$ cat src/design/ctpt_pkg.sv
`timescale 1ns / 1ps

package ctpt_pkg;

    // Buffer type codes
    localparam logic [1:0] BUF_INDEXED = 2'd0;
    localparam logic [1:0] BUF_RGB     = 2'd1;
    localparam logic [1:0] BUF_EGA     = 2'd2;

    // Request kinds carried on tuser
    localparam logic CMD_TRANSLATE = 1'b0;
    localparam logic CMD_WRITE     = 1'b1;

    // Configuration register indexes
    localparam logic [2:0] CFG_BUFFER_TYPE   = 3'd0;
    localparam logic [2:0] CFG_PALETTE_COUNT = 3'd1;
    localparam logic [2:0] CFG_RED_BITS      = 3'd2;
    localparam logic [2:0] CFG_GREEN_BITS    = 3'd3;
    localparam logic [2:0] CFG_BLUE_BITS     = 3'd4;
    localparam logic [2:0] CFG_RED_SHIFT     = 3'd5;
    localparam logic [2:0] CFG_GREEN_SHIFT   = 3'd6;
    localparam logic [2:0] CFG_BLUE_SHIFT    = 3'd7;

    localparam logic [31:0] EGA_PIXEL     = 32'h0000_015C;
    localparam logic [31:0] UNKNOWN_PIXEL = 32'hFFFF_FFFF;

    // Start value of the best distance: above any real squared distance
    localparam logic [18:0] DIST_INIT = 19'(4 * 256 * 256);

    typedef enum logic [2:0] {
        ST_IDLE,
        ST_SCAN,
        ST_SCALE,
        ST_PACK,
        ST_DONE
    } t_state;

    typedef enum logic {
        UM_DIST,
        UM_SCALE
    } t_unit_mode;

    typedef logic [2:0][7:0]  t_rgb;
    typedef logic [2:0][15:0] t_prod3;

    // Largest code of a field of the given width, width saturated to 8
    function automatic logic [7:0] field_top(input logic [3:0] bits);
        logic [3:0] m;
        logic [8:0] t;
        m = (bits > 4'd8) ? 4'd8 : bits;
        t = (9'd1 << m) - 9'd1;
        return t[7:0];
    endfunction

    // floor(p / 255) for p below 65280
    function automatic logic [7:0] div255(input logic [15:0] p);
        logic [16:0] s;
        s = 17'(p) + 17'(p[15:8]) + 17'd1;
        return s[15:8];
    endfunction

endpackage

$ cat src/design/ctpt_sq_unit.sv
`timescale 1ns / 1ps

// Three-lane multiply unit: squares of channel differences or channel scaling
module ctpt_sq_unit (
    input  logic                  i_clk,
    input  ctpt_pkg::t_unit_mode  i_mode,
    input  ctpt_pkg::t_rgb        i_x,
    input  ctpt_pkg::t_rgb        i_y,
    output ctpt_pkg::t_prod3      o_prod
);

    ctpt_pkg::t_prod3 r_prod;
    ctpt_pkg::t_rgb   w_a;
    ctpt_pkg::t_rgb   w_b;

    always_comb begin
        for (int k = 0; k < 3; k++) begin
            if (i_mode == ctpt_pkg::UM_DIST) begin
                w_a[k] = (i_x[k] > i_y[k]) ? (i_x[k] - i_y[k]) : (i_y[k] - i_x[k]);
                w_b[k] = w_a[k];
            end else begin
                w_a[k] = i_x[k];
                w_b[k] = i_y[k];
            end
        end
    end

    always_ff @(posedge i_clk) begin
        for (int k = 0; k < 3; k++) begin
            r_prod[k] <= 16'(w_a[k]) * 16'(w_b[k]);
        end
    end

    assign o_prod = r_prod;

endmodule

$ cat config.mk
export PLATFORM = sky130hd
export DESIGN_NAME = ctpt_sq_unit
export DESIGN_NICKNAME = d
export VERILOG_FILES = /design/src/design/ctpt_pkg.sv /design/src/design/ctpt_sq_unit.sv
export SDC_FILE = /design/constraint.sdc
export NUM_CORES = 1
export LEC_CHECK = 0
export BUFFER_PORTS_ARGS = -buffer_cell sky130_fd_sc_hd__clkbuf_2
export CAP_MARGIN = 20
export CORE_MARGIN = 4
export CORE_UTILIZATION = 38
export DETAILED_ROUTE_END_ITERATION = 6
export PLACE_DENSITY_LB_ADDON = 0.12
export SYNTH_ARGS = -nofsm -noshare
export SYNTH_HDL_FRONTEND = slang
export SYNTH_SLANG_ARGS = --single-unit
$ cat constraint.sdc
create_clock -name i_clk -period 15.9 [get_ports i_clk]
set_clock_uncertainty 0.15 [all_clocks]
set_input_delay 2.385 -clock i_clk [delete_from_list [all_inputs] [get_ports i_clk]]
set_output_delay 2.385 -clock i_clk [all_outputs]
set_load 0.1 [all_outputs]
# Yosys cells after proc, flatten, opt, wreduce, memory -nomap -nowiden
# Cells that the tools add are included.
# word_totals
out_inout_bits	48
reg_bits	48
# classes
muxes	9
order_cmp	3
addsub	6
mul	3
# op_table
cell	n
2-to-1 mux 8 bit	9
multiplier 8 x 8 -> 16 bit	3
subtractor 8 bit	6
> comparator 8 bit	3

# Logic depth before layout (Yosys ltp)
# depth
word_depth	4
depth_mapped	27

# Least setup slack after synthesis
# No wires, ideal clock.
# synth_timing
path_kind	input port to flip-flop
from	input port i_x[16] (netlist bit)
to	register r_prod (netlist bit o_prod[45])
cell_stages	25
n_path_buf	0
path_slack_ns	7.450
setup_ns	0.120
arrival_ns	8.180
t_required_ns	15.630
path_cell_list	inv_1 ha_1 inv_1 fa_1 a21o_1 a21oi_1 o21ai_1 nand2_1 o31ai_1 a211oi_1 a211oi_1 fa_1 inv_1 fa_1 inv_1 fa_1 inv_1 fa_1 inv_1 ha_1 a21boi_0 o21ai_0 a221oi_1 nor4b_1 a211o_1
# synth_via
elab_chain_len	4
# synth_lines
element	line_no	rtl
from (decl)	ctpt_sq_unit.sv:7	input ctpt_pkg::t_rgb i_x,
subtractor 8 bit / > comparator 8 bit (equally long branches)	ctpt_sq_unit.sv:19	w_a[k] = (i_x[k] > i_y[k]) ? (i_x[k] - i_y[k]) : (i_y[k] - i_x[k]);
2-to-1 mux 8 bit	ctpt_sq_unit.sv:19	
2-to-1 mux 8 bit	ctpt_sq_unit.sv:18	if (i_mode == ctpt_pkg::UM_DIST) begin
multiplier 8 x 8 -> 16 bit (*)	ctpt_sq_unit.sv:30	r_prod[k] <= 16'(w_a[k]) * 16'(w_b[k]);
to (signal, indexed assignment)	ctpt_sq_unit.sv:30	
to (decl)	ctpt_sq_unit.sv:12	ctpt_pkg::t_prod3 r_prod;
# Mark *: on every way between the ends. The rest lies on a longest branch, timed or not.

# Worst setup path in the final report
# layout_timing
from	input port i_x[0] (netlist bit)
to	register r_prod (netlist bit o_prod[13])
# Same word-level chain as after synthesis.

==> summary.md <==
| Metric | Value |
|---|---|
| Post-route DRC | 0 |
| Total GRT Usage | 18.45% |
| Core area | 0.02771 mm² |
| Util after Layout | 41.72% |
| Full die area | 0.03075 mm² |
| Post-synth net total | 1623 |
| Rel. slew slack | 30.08% |
| Crit share post-route | 58.31% |
| Vias in the first global route | 9491 |
| Delay of the slowest critical-path stage | 0.81 ns |
| Quantity of gates resized following cts | 0 |
| Post-CTS setup buffers | 0 |
| Largest net degree at the start of global routing | 64 |
| Footprint of the multi-input gates | 0.008541 mm² |
| WL/cell | 15.88 µm |
| Avg Inst Size Synth | 8.151 µm² |
| CP Class | in2reg |
| Clock sinks | 48 |
| I/O Buffers | 97 |
| Placed insts | 1732 |
| WHS Path Cells | 2 |
| Most common cell in the netlist | inv_1 |
| RSZ-0062 raised after global routing | false |
| Synthesized flop and latch total | 48 |
| Crit-path slowest cell | mux2i_1 |
| Register clock-pin slew on the reported worst setup and hold paths | 0.07 ns |
| Cts bufs inserted | 5 |
| Via count | 9337 |
| Drt first-iter violations | 536 |
| IO Pins | 98 |
| Max-Cap Viols | 0 |
| Non-filler cells, final | 1740 |
| Worst path arrival time | 9.30 ns |
| Area Overhead vs Synth | 8.568% |
| Post-Syn Area | 0.01065 mm² |
| Max reg flops | 48 |
| Antenna diodes | 0 |
| CP Capture Type | flip-flop |
| CP Buf/Inv Count | 7 |
| Antenna-violating nets left | 0 |
| Register area share after synthesis | 9.027% |
| Status | finished, final reports clean |
| Nets@finish | 1678 |
| Synthesized instance count | 1306 |
| Netlist cell types | 74 |
| Crit Path Max Fanout | 13 |
| Share of post-route cells with drive strength above 1 | 10.57% |
| Hold buffer count at cts | 0 |
| Hold Vio Cnt, Final | 0 |
| Die width | 175.4 µm |
| Delay-heaviest family, CP | adder cells |
| Shortest period the worst path allows | 9.271 ns |
| Drt total wl | 27630 µm |
| Synth Warn # | 0 |
| Most used cell, CP | inv_1 |
| Post-DP HPWL | 22220 µm |
| Global route total overflow | 0 |
| Synth top cells by count | inv_1, ha_1, fa_1 |
| Post-synth EDFFs | 0 |
| Fillers | 2901 |
| Tightest Pin Transition | 1.022 ns |
| Final setup violation count | 0 |
| Dominant cell type by area after synthesis | fa_1 |
| WHS Endpoint | o_prod[32]$_DFF_P_ |
| RePlAce Congestion | 0.8676 |
| CTS tree | yes |
| CP required | 15.93 ns |
| Fmax | 0.1079 GHz |
| Post-DR vias/cell | 5.366 |
| Pins Over Slew Limit | 0 |
| Dominant synthesized flop cell | dfxtp_1 |
| Asr flop ratio synth | 0% |
| Drt pass-1 iters | 5 |
| Final setup TNS | 0 ns |
| First-pass GRT wire length | 47290 µm |
| Register area | 960.9 µm² |
| Worst setup SP type | primary input |
| Max H-tree Level | 2 |
| Root buffer cell | clkbuf_16 |
| Crit. path cell count | 26 |
| Hold WC Path Type | in2reg |
| Yosys top cell area share | 21.44% |
| Clk buf depth | 2 |
| Area contributors post-synth | fa_1, ha_1, dfxtp_1 |
| Chip Height | 175.4 µm |
| Min-delay src | i_x[16] |
| Initial antenna violation count | 0 |
| Initial core utilization | 38.42% |
| Row count | 61 |
cell families (layout without fill, tap and decap cells):
logic type               Yosys count  after routing  share of synthesized area (%)
AO/OA/AOI/OAI                    343            343                          22.12
XOR/XNOR                          36             36                          3.174
adder cells (fa/ha/maj)          267            267                          39.42
buffers and inverters            296            352                          10.74
flip-flops                        48             48                          9.027
multiplexers                      20             20                          1.951
AND/OR/NAND/NOR                  296            296                          13.56
metal layers:
metal  share of wire, %  routed length [µm]  track usage [%]  up-vias
li1                   -                   -                -     4562
met1                 46               12770            25.08     4504
met2                 47               13110            31.63      242
met3                5.1                1396            2.389       29
met4                1.3                 353            3.797        0
met5                  0                   0                0        -
worst max path at each step:
stage | startpoint | to | slack, ns
4_1_cts | i_x[0] | o_prod[13]$_DFF_P_ | 6.67
5_1_grt | i_x[16] | o_prod[45]$_DFF_P_ | 6.16
6_report | i_x[0] | o_prod[13]$_DFF_P_ | 6.63
3_5_place_dp | i_x[0] | o_prod[13]$_DFF_P_ | 6.39
3_3_place_gp | i_x[0] | o_prod[13]$_DFF_P_ | 6.48
2_1_floorplan | i_x[16] | o_prod[45]$_DFF_P_ | 7.45
cell type report:
class                      instances  area share [%]
clock inverter                     2         0.08661
inverter                         242           7.860
sequential                        48           8.314
multi-input combinational        962           73.90
timing repair buffer             102           4.547
tap                              378           4.092
clock buffer                       6           1.202
through the flow:
stage               setup WS [ns]  cell area, µm²  hold slack [ns]
finish                      6.629           11560            2.163
global route                6.157           11560            2.171
CTS                         6.669           11560            2.154
detailed placement          6.390           11410            2.475
global placement            6.479           11410            2.476
floorplan                   7.450           10650            2.342
cell usage in the layout, fill, tap and decap left out, drive strengths merged, types with 11 or more instances in the layout:
master	synthesis	final
or2	11	11
nand2	75	75
nand3	15	15
o21ai	46	46
a211o	14	14
xnor2	24	24
a21o	44	44
o22ai	20	20
a211oi	43	43
fa	114	114
ha	153	153
mux2i	17	17
xor2	12	12
dfxtp	48	48
nor2	89	89
clkbuf	39	102
nor2b	18	18
inv	241	242
a21oi	99	99
nor3	29	29
Power is not shown: default switching activity piles up to over one toggle a cycle in this logic, so the estimate is an artifact.
